File: config.mk
export PLATFORM = sky130hd
export DESIGN_NAME = rational_arithmetic_unit
export DESIGN_NICKNAME = d
export VERILOG_FILES = /design/src/rtl/core/rau_pkg.sv /design/src/rtl/core/rational_arithmetic_unit.sv /design/src/rtl/core/rau_front.sv /design/src/rtl/core/rau_queue.sv /design/src/rtl/core/rau_reduce.sv
export SDC_FILE = /design/constraint.sdc
export NUM_CORES = 2
export LEC_CHECK = 0
export BUFFER_PORTS_ARGS = -buffer_cell sky130_fd_sc_hd__buf_2
export CELL_PAD_IN_SITES_DETAIL_PLACEMENT = 0
export CELL_PAD_IN_SITES_GLOBAL_PLACEMENT = 1
export CORE_MARGIN = 2
export CORE_UTILIZATION = 56
export DETAILED_ROUTE_END_ITERATION = 7
export GPL_TIMING_DRIVEN = 1
export PLACE_DENSITY = 0.95
export SLEW_MARGIN = 20
export SYNTH_ARGS = -nofsm -noshare
export SYNTH_HDL_FRONTEND = slang
export SYNTH_SLANG_ARGS = --single-unit
File: constraint.sdc
create_clock -name clk -period 15.4 [get_ports clk]
set_input_delay 0.77 -clock clk [delete_from_list [all_inputs] [get_ports clk]]
set_output_delay 0.77 -clock clk [all_outputs]
set_load 0.02 [all_outputs]
File: src/rtl/core/rau_pkg.sv
`default_nettype none
// ---------------------------------------------------------------------------
// Rational arithmetic package
// Shared types, opcodes and widths for the rational arithmetic unit.
// ---------------------------------------------------------------------------
package rau_pkg;

	localparam int OperandWidth = 16;
	localparam int NumW = 33;
	localparam int DenW = 31;

	typedef enum logic [2:0] {
		OP_NORM = 3'd0,
		OP_ADD  = 3'd1,
		OP_SUB  = 3'd2,
		OP_MUL  = 3'd3,
		OP_DIV  = 3'd4,
		OP_EQ   = 3'd5,
		OP_LT   = 3'd6,
		OP_GT   = 3'd7
	} op_t;

	typedef struct packed {
		logic [2:0]                    opcode;
		logic signed [OperandWidth-1:0] a_num;
		logic signed [OperandWidth-1:0] a_den;
		logic signed [OperandWidth-1:0] b_num;
		logic signed [OperandWidth-1:0] b_den;
	} in_beat_t;

	typedef struct packed {
		logic signed [NumW-1:0] res_num;
		logic [DenW-1:0]        res_den;
		logic                   cmp_true;
	} out_beat_t;

	// Raw fraction handed from the front part to the reduction engine.
	// Values are held at 64 bits; the products of two 16-bit operands fit.
	typedef struct packed {
		logic               is_cmp;
		logic               flag;
		logic signed [63:0] n;
		logic signed [63:0] d;
	} job_t;

	// Front end sequence: idle, first and second multiply, job held for the queue.
	typedef enum logic [1:0] {
		FR_IDLE,
		FR_MUL1,
		FR_MUL2,
		FR_HOLD
	} fstate_t;

	typedef enum logic [2:0] {
		ST_IDLE,
		ST_GCD,
		ST_DIVN,
		ST_DIVD,
		ST_DONE
	} rstate_t;

endpackage
`default_nettype wire

File: src/rtl/core/rational_arithmetic_unit.sv
`default_nettype none
// ---------------------------------------------------------------------------
// Rational arithmetic unit
// Fraction add, sub, mul, div, normalize and compare with GCD reduction.
// ---------------------------------------------------------------------------
// Comparisons and zero cases pass the front end and the queue and go straight
// to the result register; reduced fractions first run the GCD modulo steps
// and the exact divisions of numerator and denominator by the GCD. The front
// end takes no new beat until the queue has taken its job; the reduction
// engine works on one job at a time and sets the rate.
// Reset: arst_n clears all control state asynchronously; no clearing pass.
module rational_arithmetic_unit (
	input  wire                     clk,
	input  wire                     arst_n,
	input  wire                     in_valid,
	output logic                    in_stall,
	input  wire rau_pkg::in_beat_t  in_data,
	output logic                    out_valid,
	input  wire                     out_stall,
	output rau_pkg::out_beat_t      out_data
);
	import rau_pkg::*;

	job_t f_job, q_job;
	logic f_valid, f_stall, q_valid, q_stall;

	// Front end: takes a beat, builds cross-products.
	rau_front u_front (
		.clk, .arst_n, .valid(in_valid), .stall(in_stall), .data(in_data),
		.job_valid(f_valid), .job_stall(f_stall), .job(f_job)
	);

	// Queue lets each side stall on its own.
	rau_queue u_queue (
		.clk, .arst_n, .in_valid(f_valid), .in_stall(f_stall), .in_job(f_job),
		.out_valid(q_valid), .out_stall(q_stall), .out_job(q_job)
	);

	// Back end: GCD reduction and result register.
	rau_reduce u_reduce (
		.clk, .arst_n, .job_valid(q_valid), .job_stall(q_stall), .job(q_job),
		.valid(out_valid), .stall(out_stall), .data(out_data)
	);

	assert property (@(posedge clk) disable iff (!arst_n)
		out_valid |-> !(out_data.cmp_true && out_data.res_num != '0))
		else $error("comparison with nonzero numerator");
	assert property (@(posedge clk) disable iff (!arst_n)
		out_valid && out_data.cmp_true |-> out_data.res_den == DenW'(1))
		else $error("comparison with denominator other than one");
	assert property (@(posedge clk) disable iff (!arst_n)
		in_valid && in_stall |=> in_valid)
		else $error("input beat withdrawn while stalled");

endmodule
`default_nettype wire

File: src/rtl/core/rau_front.sv
`default_nettype none
// ---------------------------------------------------------------------------
// Rational front end
// Accepts beats, forms cross-products in its multiply states and emits raw jobs.
// ---------------------------------------------------------------------------
module rau_front (
	input  wire                     clk,
	input  wire                     arst_n,
	input  wire                     valid,
	output logic                    stall,
	input  wire rau_pkg::in_beat_t  data,
	output logic                    job_valid,
	input  wire                     job_stall,
	output rau_pkg::job_t           job
);
	import rau_pkg::*;

	localparam int W = OperandWidth;

	// Idle, first and second multiply, then the job is held until the queue takes it.
	fstate_t ph_q, ph_d;
	op_t op_q;
	logic signed [W-1:0] an_q, ad_q, bn_q, bd_q;
	logic signed [63:0] lx_q, rx_q, dd_q, pp_q;
	logic signed [W-1:0] m1a, m1b, m2a, m2b;
	logic signed [2*W-1:0] p1, p2;
	job_t job_d;

	assign stall = (ph_q != FR_IDLE);
	assign job_valid = (ph_q == FR_HOLD);

	always_comb begin
		ph_d = ph_q;
		unique case (ph_q)
			FR_IDLE: if (valid) ph_d = FR_MUL1;
			FR_MUL1: ph_d = FR_MUL2;
			FR_MUL2: ph_d = FR_HOLD;
			FR_HOLD: if (!job_stall) ph_d = FR_IDLE;
		endcase
	end

	// One 2-multiplier set, shared by FR_MUL1 and FR_MUL2.
	always_comb begin
		if (ph_q == FR_MUL1) begin
			m1a = an_q; m1b = bd_q; m2a = bn_q; m2b = ad_q;
		end else begin
			m1a = ad_q; m1b = (op_q == OP_DIV) ? bn_q : bd_q;
			m2a = an_q; m2b = bn_q;
		end
	end
	assign p1 = m1a * m1b;
	assign p2 = m2a * m2b;

	always_ff @(posedge clk or negedge arst_n) begin
		if (!arst_n) begin
			ph_q <= FR_IDLE;
		end else begin
			ph_q <= ph_d;
		end
	end

	always_ff @(posedge clk) begin
		if (ph_q == FR_IDLE && valid) begin
			op_q <= op_t'(data.opcode);
			an_q <= W'(data.a_num);
			ad_q <= W'(data.a_den);
			bn_q <= W'(data.b_num);
			bd_q <= W'(data.b_den);
		end
		if (ph_q == FR_MUL1) begin
			lx_q <= 64'(p1);
			rx_q <= 64'(p2);
		end
		if (ph_q == FR_MUL2) begin
			dd_q <= 64'(p1);
			pp_q <= 64'(p2);
		end
	end

	always_comb begin
		job_d.is_cmp = 1'b0;
		job_d.flag = 1'b0;
		job_d.n = lx_q;
		job_d.d = dd_q;
		unique case (op_q)
			OP_NORM: begin job_d.n = 64'(an_q); job_d.d = 64'(ad_q); end
			OP_ADD:  job_d.n = lx_q + rx_q;
			OP_SUB:  job_d.n = lx_q - rx_q;
			OP_MUL:  job_d.n = pp_q;
			OP_DIV:  job_d.n = lx_q;
			OP_EQ:   begin job_d.is_cmp = 1'b1; job_d.flag = (lx_q == rx_q); end
			OP_LT:   begin job_d.is_cmp = 1'b1; job_d.flag = (lx_q < rx_q); end
			default: begin job_d.is_cmp = 1'b1; job_d.flag = (lx_q > rx_q); end
		endcase
	end
	assign job = job_d;

endmodule
`default_nettype wire

File: src/rtl/core/rau_queue.sv
`default_nettype none
// ---------------------------------------------------------------------------
// Rational job queue
// Two-entry queue decoupling the front end from the reduction engine.
// ---------------------------------------------------------------------------
module rau_queue (
	input  wire                 clk,
	input  wire                 arst_n,
	input  wire                 in_valid,
	output logic                in_stall,
	input  wire rau_pkg::job_t  in_job,
	output logic                out_valid,
	input  wire                 out_stall,
	output rau_pkg::job_t       out_job
);
	import rau_pkg::*;

	job_t mem_q [2];
	logic       wp_q, rp_q;
	logic [1:0] cnt_q;
	logic       push, pop;

	assign in_stall  = (cnt_q == 2'd2);
	assign out_valid = (cnt_q != 2'd0);
	assign out_job   = mem_q[rp_q];
	assign push = in_valid && !in_stall;
	assign pop  = out_valid && !out_stall;

	always_ff @(posedge clk or negedge arst_n) begin
		if (!arst_n) begin
			wp_q <= 1'b0; rp_q <= 1'b0; cnt_q <= 2'd0;
		end else begin
			if (push) wp_q <= ~wp_q;
			if (pop) rp_q <= ~rp_q;
			cnt_q <= cnt_q + 2'(push) - 2'(pop);
		end
	end

	always_ff @(posedge clk) begin
		if (push) mem_q[wp_q] <= in_job;
	end

	assert property (@(posedge clk) disable iff (!arst_n) cnt_q <= 2'd2)
		else $error("queue count overflow");
	assert property (@(posedge clk) disable iff (!arst_n)
		(cnt_q == 2'd0) |-> !pop)
		else $error("pop from empty queue");

endmodule
`default_nettype wire

File: src/rtl/core/rau_reduce.sv
`default_nettype none
// ---------------------------------------------------------------------------
// Rational reduction engine
// Binary-restoring modulo GCD and exact divisions, one quotient bit a cycle.
// ---------------------------------------------------------------------------
module rau_reduce (
	input  wire                 clk,
	input  wire                 arst_n,
	input  wire                 job_valid,
	output logic                job_stall,
	input  wire rau_pkg::job_t  job,
	output logic                valid,
	input  wire                 stall,
	output rau_pkg::out_beat_t  data
);
	import rau_pkg::*;

	localparam int MW = 63;

	rstate_t st_q, st_d;
	logic [MW-1:0] x_q, y_q;       // GCD operands
	logic [MW-1:0] rem_q, dvs_q, quo_q, dvd_q;
	logic [5:0]    bit_q;
	logic          busy_mod_q;     // modulo sub-operation active in GCD
	logic          neg_q;
	logic          cmp_q, flag_q;
	logic [MW-1:0] an_q, ad_q;     // magnitudes of numerator, denominator
	logic          nneg_q;
	logic [MW-1:0] g_q, qn_q;
	logic signed [64:0] pn_q, pd_q;
	logic [MW:0] trial;
	logic [MW-1:0] rsh;
	logic [MW-1:0] nabs, dabs;

	// Shared restoring divider step: rem = (rem<<1 | next dividend bit) - dvs.
	assign rsh   = {rem_q[MW-2:0], dvd_q[bit_q]};
	assign trial = {1'b0, rsh} - {1'b0, dvs_q};

	assign nabs = job.n[63] ? MW'(-job.n) : MW'(job.n);
	assign dabs = job.d[63] ? MW'(-job.d) : MW'(job.d);

	always_comb begin
		st_d = st_q;
		unique case (st_q)
			ST_IDLE: if (job_valid) begin
				if (job.is_cmp || job.d == 64'sd0 || job.n == 64'sd0) st_d = ST_DONE;
				else st_d = ST_GCD;
			end
			ST_GCD:  if (!busy_mod_q && (x_q == '0 || y_q == '0)) st_d = ST_DIVN;
			ST_DIVN: if (bit_q == 6'd0 && busy_mod_q) st_d = ST_DIVD;
			ST_DIVD: if (bit_q == 6'd0 && busy_mod_q) st_d = ST_DONE;
			default: if (!stall) st_d = ST_IDLE;
		endcase
	end

	assign job_stall = (st_q != ST_IDLE);
	assign valid = (st_q == ST_DONE);

	always_ff @(posedge clk or negedge arst_n) begin
		if (!arst_n) st_q <= ST_IDLE;
		else st_q <= st_d;
	end

	always_ff @(posedge clk) begin
		unique case (st_q)
			ST_IDLE: if (job_valid) begin
				cmp_q <= job.is_cmp; flag_q <= job.flag;
				neg_q <= job.d[63];
				an_q <= nabs; ad_q <= dabs;
				nneg_q <= job.n[63];
				x_q <= nabs; y_q <= dabs;
				busy_mod_q <= 1'b0;
				pn_q <= job.d == 64'sd0 ? 65'(job.n) : 65'sd0;
				pd_q <= 65'sd1;
			end
			ST_GCD: begin
				if (!busy_mod_q) begin
					if (x_q != '0 && y_q != '0) begin
						busy_mod_q <= 1'b1; rem_q <= '0; bit_q <= 6'(MW-1);
						if (x_q > y_q) begin dvd_q <= x_q; dvs_q <= y_q; end
						else begin dvd_q <= y_q; dvs_q <= x_q; end
					end else begin
						g_q <= x_q + y_q;
						rem_q <= '0; bit_q <= 6'(MW-1); dvd_q <= an_q;
						dvs_q <= x_q + y_q; busy_mod_q <= 1'b1;
					end
				end else begin
					rem_q <= trial[MW] ? rsh : trial[MW-1:0];
					if (bit_q == 6'd0) begin
						busy_mod_q <= 1'b0;
						if (x_q > y_q) x_q <= trial[MW] ? rsh : trial[MW-1:0];
						else y_q <= trial[MW] ? rsh : trial[MW-1:0];
					end else bit_q <= bit_q - 6'd1;
				end
			end
			ST_DIVN, ST_DIVD: begin
				rem_q <= trial[MW] ? rsh : trial[MW-1:0];
				quo_q <= {quo_q[MW-2:0], ~trial[MW]};
				if (bit_q == 6'd0) begin
					if (st_q == ST_DIVN) begin
						qn_q <= {quo_q[MW-2:0], ~trial[MW]};
						rem_q <= '0; bit_q <= 6'(MW-1); dvd_q <= ad_q; dvs_q <= g_q;
					end else begin
						pn_q <= (nneg_q ^ neg_q) ? -65'(qn_q) : 65'(qn_q);
						pd_q <= 65'({quo_q[MW-2:0], ~trial[MW]});
					end
				end else bit_q <= bit_q - 6'd1;
			end
			default: ;
		endcase
	end

	// In ST_DIVN the busy flag marks the divider as loaded; it stays high.
	assign data.res_num  = cmp_q ? '0 : NumW'(pn_q);
	assign data.res_den  = cmp_q ? DenW'(1) : DenW'(pd_q);
	assign data.cmp_true = cmp_q & flag_q;

	assert property (@(posedge clk) disable iff (!arst_n)
		valid && !cmp_q |-> data.res_den != '0)
		else $error("zero denominator delivered");
	assert property (@(posedge clk) disable iff (!arst_n)
		valid && stall |=> valid && $stable(data))
		else $error("result changed while stalled");
	assert property (@(posedge clk) disable iff (!arst_n)
		(st_q == ST_DIVN) |-> g_q != '0)
		else $error("zero divisor in reduction");

endmodule
`default_nettype wire

=== Yosys cells after proc, flatten, opt, wreduce, memory -nomap -nowiden ===
Memories as Yosys holds them, arrays and structs flattened.
Cells that the tools add are included.

* Add/sub/neg operators: 10
* $mul: 2
* Order comparisons: 4
* Equal/unequal tests: 32
* Mux-type cells: 72
* Bitwise logic cells: 7
* Reductions and logical operators: 41

{| class="wikitable"
|+ Operator list
! cell !! count
|-
| two-way mux 63 bit || 21
|-
| case mux 63 bit (2 select lines) || 4
|-
| case mux 64 bit (4 select lines) || 1
|-
| two-way mux 33 bit || 6
|-
| two-way mux 62 bit || 3
|-
| zero test 64 bit || 2
|-
| zero test 63 bit || 2
|-
| negation 63 bit || 2
|-
| nonzero test 63 bit || 2
|-
| two-way mux 31 bit || 4
|-
| case mux 62 bit (2 select lines) || 1
|-
| two-way mux 16 bit || 5
|-
| case mux 33 bit (2 select lines) || 1
|-
| multiplier 16 x 16 -> 32 bit || 2
|-
| two-way mux 64 bit || 1
|-
| subtractor 63 x 63 -> 64 bit || 1
|-
| adder 63 bit || 1
|-
| > comparator 63 bit || 1
|-
| case mux 31 bit (2 select lines) || 1
|-
| adder 32 x 32 -> 33 bit || 1
|-
| negation 33 bit || 1
|-
| subtractor 32 x 32 -> 33 bit || 1
|-
| equality test 32 bit || 1
|-
| > comparator 32 bit || 1
|-
| other kinds (41) || 102
|}

* Register bits: 847
* Bits in writable memories: 260
* Memories: 1

{| class="wikitable"
|+ Memory list
! name !! depth !! bits a word !! rd ports !! clocked after Yosys merged registers in !! write ports !! RTL line !! text
|-
| u_queue.mem_q || 2 || 130 || 1 || 0 || 1 || rau_queue.sv:18 || <nowiki>job_t mem_q [2];</nowiki>
|}

=== Longest topological paths before layout ===
* Depth after elaboration: 8
* Depth in mapped cells: 31
* Mapped depth without buffers: 27

=== Hierarchy ===
A second synthesis with hierarchy kept.

* Cells, all modules: 7796
* Area total of the unflattened synthesis: 81533.2 µm²

{| class="wikitable"
|+ Modules (own cells, without submodules)
! module !! instances !! cells an instance !! area an instance (µm²)
|-
| rau_reduce || 1 || 4098 || 40074.7
|-
| rau_front || 1 || 3275 || 31501.5
|-
| rau_queue || 1 || 423 || 9957.0
|}

=== Least setup slack after synthesis ===
OpenSTA, ideal clock, no wires.

* Path kind: register to register
* Start: register u_front.ph_q[1]
* End: register u_front.pp_q[29] (data pin)
* Library setup time: 263 ps
* Data arrival time: 8958 ps
* Required time: 15137 ps
* Slack: 6179 ps
* Stages on the path, launching flop included: 29
* Path buffers: 3
* Path through: dfrtp_1 > inv_1 > ha_1 > clkbuf_1 > clkbuf_1 > clkbuf_1 > mux2i_1 > nor2_1 > fa_1 > inv_1 > fa_1 > inv_1 > fa_1 > inv_1 > fa_1 > fa_1 > fa_1 > inv_1 > ha_1 > and3_1 > a31o_2 > a221oi_1 > or3_1 > a31oi_1 > a41oi_1 > a21oi_1 > o21a_1 > nor2_1 > xnor2_1

* Word-level cells in the longest chain between the ends: 3
* Elaborated cells on any way between the ends: 4

{| class="wikitable"
|+ RTL lines
! item !! RTL line !! text
|-
| from (decl) || rau_front.sv:21 || <nowiki>fstate_t ph_q, ph_d;</nowiki>
|-
| from (signal assigned) || rau_front.sv:58 || <nowiki>ph_q <= ph_d;</nowiki>
|-
| equality test 2 x 1 -> 1 bit * || rau_front.sv:44 || <nowiki>if (ph_q == FR_MUL1) begin</nowiki>
|-
| two-way mux 16 bit || rau_front.sv:44 ||
|-
| multiplier 16 x 16 -> 32 bit * || rau_front.sv:52 || <nowiki>assign p2 = m2a * m2b;</nowiki>
|-
| named net u_front.p2[29] || rau_front.sv:26 || <nowiki>logic signed [2*W-1:0] p1, p2;</nowiki>
|-
| to (signal assigned) || rau_front.sv:76 || <nowiki>pp_q <= 64'(p2);</nowiki>
|-
| to (decl) || rau_front.sv:24 || <nowiki>logic signed [63:0] lx_q, rx_q, dd_q, pp_q;</nowiki>
|}

The timed path passes the listed nets; every way through them passes the cells marked *.
A chain may end at the register's enable or synchronous reset.

=== Worst setup path in the final report ===
* Start: register u_front.ph_q[1]
* End: register, netlist name u_front.lx_q[31]

* Word-level cells in the longest chain between the ends: 3
* Elaborated cells on any way between the ends: 4

{| class="wikitable"
|+ RTL lines
! item !! RTL line !! text
|-
| equality test 2 x 1 -> 1 bit * || rau_front.sv:44 ||
|-
| two-way mux 16 bit || rau_front.sv:44 ||
|-
| multiplier 16 x 16 -> 32 bit * || rau_front.sv:51 || <nowiki>assign p1 = m1a * m1b;</nowiki>
|-
| named net u_front.p1[31] || rau_front.sv:26 ||
|}

Marked as above.

==> results.cfg <==
[run_status]
status = finished, final reports clean

[clocking]
ctsResizeCount = 0
cts_sinks = 981
cts_buffers = 98
cts_root_buf = clkbuf_16
clock_path_buffers = 3
clock_latency_ns = 0.74
htreeDepth = 3
cts_tree = done
clkTransAtPathRegs_ns = 0.06

[timing]
setup_viol = 0
min_period_ns = 8.935
max_slew_margin = 0.2084
period_share = 0.5802
setup_ws_ns = 6.465
slew_violations = 0
skew_ns = 0.07380
tns_ns = 0
hold_viol = 0
max_freq_ghz = 0.1119
worst_pin_slew_ns = 1.175
rsz0062_at_grt = false

[placement]
dp_slack_ns = 6.590
hpwl_um = 179600
gp_congestion = 0.9878
port_buffers = 137

[global_route]
grt_pass1_vias = 55450
antenna_found_initial = 2
grt_overflow_total = 0
grt_max_degree = 142
grt_usage = 0.3360
grt_pass1_wl_um = 344200

[synth]
synth_edf_count = 972
synth.distinct_cells = 114
syn_area_per_cell_um2 = 10.34
ys_warn_count = 0
ys.flop_type = edfxtp_1
syn_area_um2 = 74810
synthArstFlopShare = 0.009174
synth-seq-cells = 981
yosysSeqAreaShare = 0.3932
synthCells = 7235

[floorplanning]
row_count = 134
io_pins = 138
initial_core_util = 0.5627
floorplan.die.width_um = 369.5
die_area_um2 = 136500
die_y_um = 369.5
core_area_um2 = 133000

[worst_setup_path]
critical-path-max-stage-delay_ns = 0.85
arrival_ns = 9.33
crit_top_cell = fa_1
cp_max_fo = 115
cp_top_family = adder cells
crit_required_ns = 15.79
start_kind = register
end_kind = register
slowest_stage = fa_1
crit_type = register to register
path_buf_inv = 7

[routing]
drtIter0Drc = 5473
drt_pass1_iterations = 8
wl_per_cell_um = 25.12
wl_met2_um = 110500
routed-wl-met3_um = 15930
vias_per_cell = 6.058
vias = 55510
drc = 0
drtAntennaViolNets = 0
wl_met1_um = 86220
dr.max_layer_used = met5
wirelength_um = 230100

[final_layout]
drive_gt1_frac = 0.07956
layout.nets = 8341
syn2layout_area_growth_pct = 7.921
fin_util = 0.6072

[run]
cap_violations = 0

[min_path]
hold_path.class = input port to register
[layout make-up]
class,instances,area (um^2)
Multi-Input combinational cell,5118,41180
Clock buffer,112,2505
Timing Repair Buffer,218,1341
Clock inverter,65,695.7
Fill cell,10790,52220
Antenna cell,4,10.01
Tap cell,1768,2212
Inverter,897,3377
Sequential cell,981,29420
[timing repair]
item	4_1_cts	5_1_grt
setup buffers	0	0
endpoints found under the hold margin	9	0
hold buffers	1	0
[routing by layer]
layer | up-vias | GRT usage
met5 | - | 0
met4 | 2 | 0.2092
met3 | 575 | 0.05008
met2 | 2423 | 0.5646
met1 | 27420 | 0.4076
li1 | 25090 | -
[sequential cells by signal (all words and copies together), names as in the netlist, 33 cells and up]
signal,count
u_reduce.rem_q,62
u_queue.mem_q,134
u_reduce.an_q,63
u_reduce.qn_q,33
u_reduce.g_q,63
u_reduce.dvs_q,63
u_reduce.ad_q,63
u_reduce.x_q,63
u_reduce.y_q,63
u_reduce.dvd_q,63
u_reduce.pn_q,33
[cells by family (layout without fill, tap and decap cells)]
kind of cell	count (synthesis)	after routing	synth area share
multiplexers	366	366	0.05404
other	1	65	0.00005013
XOR/XNOR	309	309	0.03618
AO/OA/AOI/OAI	1415	1415	0.1212
buffers and inverters	1196	1292	0.06146
AND/OR/NAND/NOR	2011	2011	0.1211
flip-flops	981	981	0.3932
adder cells (fa/ha/maj)	956	956	0.2129
[path summary, 6_finish.rpt]
| kind | start | end | slack (ns) | cells past startpoint |
|---|---|---|---|---|
| max | u_front.ph_q[1] | u_front.lx_q[31] | 6.46 | 28 |
| min | in_data[51] | u_front.an_q[3] | 0.25 | 1 |
| max reg2reg | u_front.ph_q[1] | u_front.lx_q[31] | 6.46 | 28 |
| min reg2reg | u_reduce.quo_q[31] | u_reduce.qn_q[32] | 0.44 | 0 |
| max in group asynchronous | arst_n | u_front.ph_q[0] | 14.57 | 2 |
| min in group asynchronous | arst_n | u_reduce.st_q[2] | 0.54 | 2 |
[cells in the final DEF, fill, tap and decap left out, types with 28 or more instances in the layout]
cell / count
inv_1: 892
xnor2_1: 210
nand2b_1: 48
fa_1: 528
and2_1: 60
a21oi_1: 497
xor2_1: 99
nor3_1: 78
buf_4: 77
mux2i_1: 259
a211oi_1: 31
edfxtp_1: 972
conb_1: 61
o211ai_1: 30
ha_1: 426
a31oi_1: 28
a21o_1: 95
nand2_1: 576
nand3_1: 80
nor4_1: 62
nor2b_1: 103
o21ai_0: 298
o21bai_1: 61
a221oi_1: 36
o31ai_1: 43
mux2_2: 80
clkbuf_16: 98
nand4_1: 57
o22ai_1: 31
buf_2: 137
nor2_1: 806
[stage by stage]
step	hold slack, ns	area (um^2)	std cells
3_5_place_dp	0.4166	77480	8980
4_1_cts	0.2197	80690	9158
5_1_grt	0.2246	80730	9159
6_report	0.2488	80740	9163
2_1_floorplan	0.4003	75040	7295
3_3_place_gp	0.4113	77480	8980
[Yosys cell counts, types with 24 or more instances]
cell / n / share of area
a211oi_1: 31 / 0.0031
a21o_1: 95 / 0.0095
a21oi_1: 500 / 0.033
a221oi_1: 36 / 0.0042
a31oi_1: 28 / 0.0023
and2_1: 61 / 0.0051
and3_1: 26 / 0.0022
buf_1: 27 / 0.0014
buf_2: 42 / 0.0028
clkbuf_1: 219 / 0.011
edfxtp_1: 972 / 0.39
fa_1: 528 / 0.14
ha_1: 428 / 0.072
inv_1: 894 / 0.045
mux2_2: 80 / 0.012
mux2i_1: 261 / 0.035
nand2_1: 577 / 0.029
nand2b_1: 49 / 0.0041
nand3_1: 80 / 0.0054
nand4_1: 57 / 0.0048
nor2_1: 814 / 0.041
nor2b_1: 103 / 0.0086
nor3_1: 80 / 0.0054
nor4_1: 64 / 0.0054
o211ai_1: 30 / 0.0030
o21a_1: 24 / 0.0024
o21ai_0: 298 / 0.020
o21bai_1: 61 / 0.0061
o22ai_1: 31 / 0.0026
o31a_1: 25 / 0.0029
o31ai_1: 43 / 0.0043
xnor2_1: 210 / 0.025
xor2_1: 99 / 0.012
Power is not shown: default switching activity piles up to over one toggle a cycle in this logic, so the estimate is an artifact.
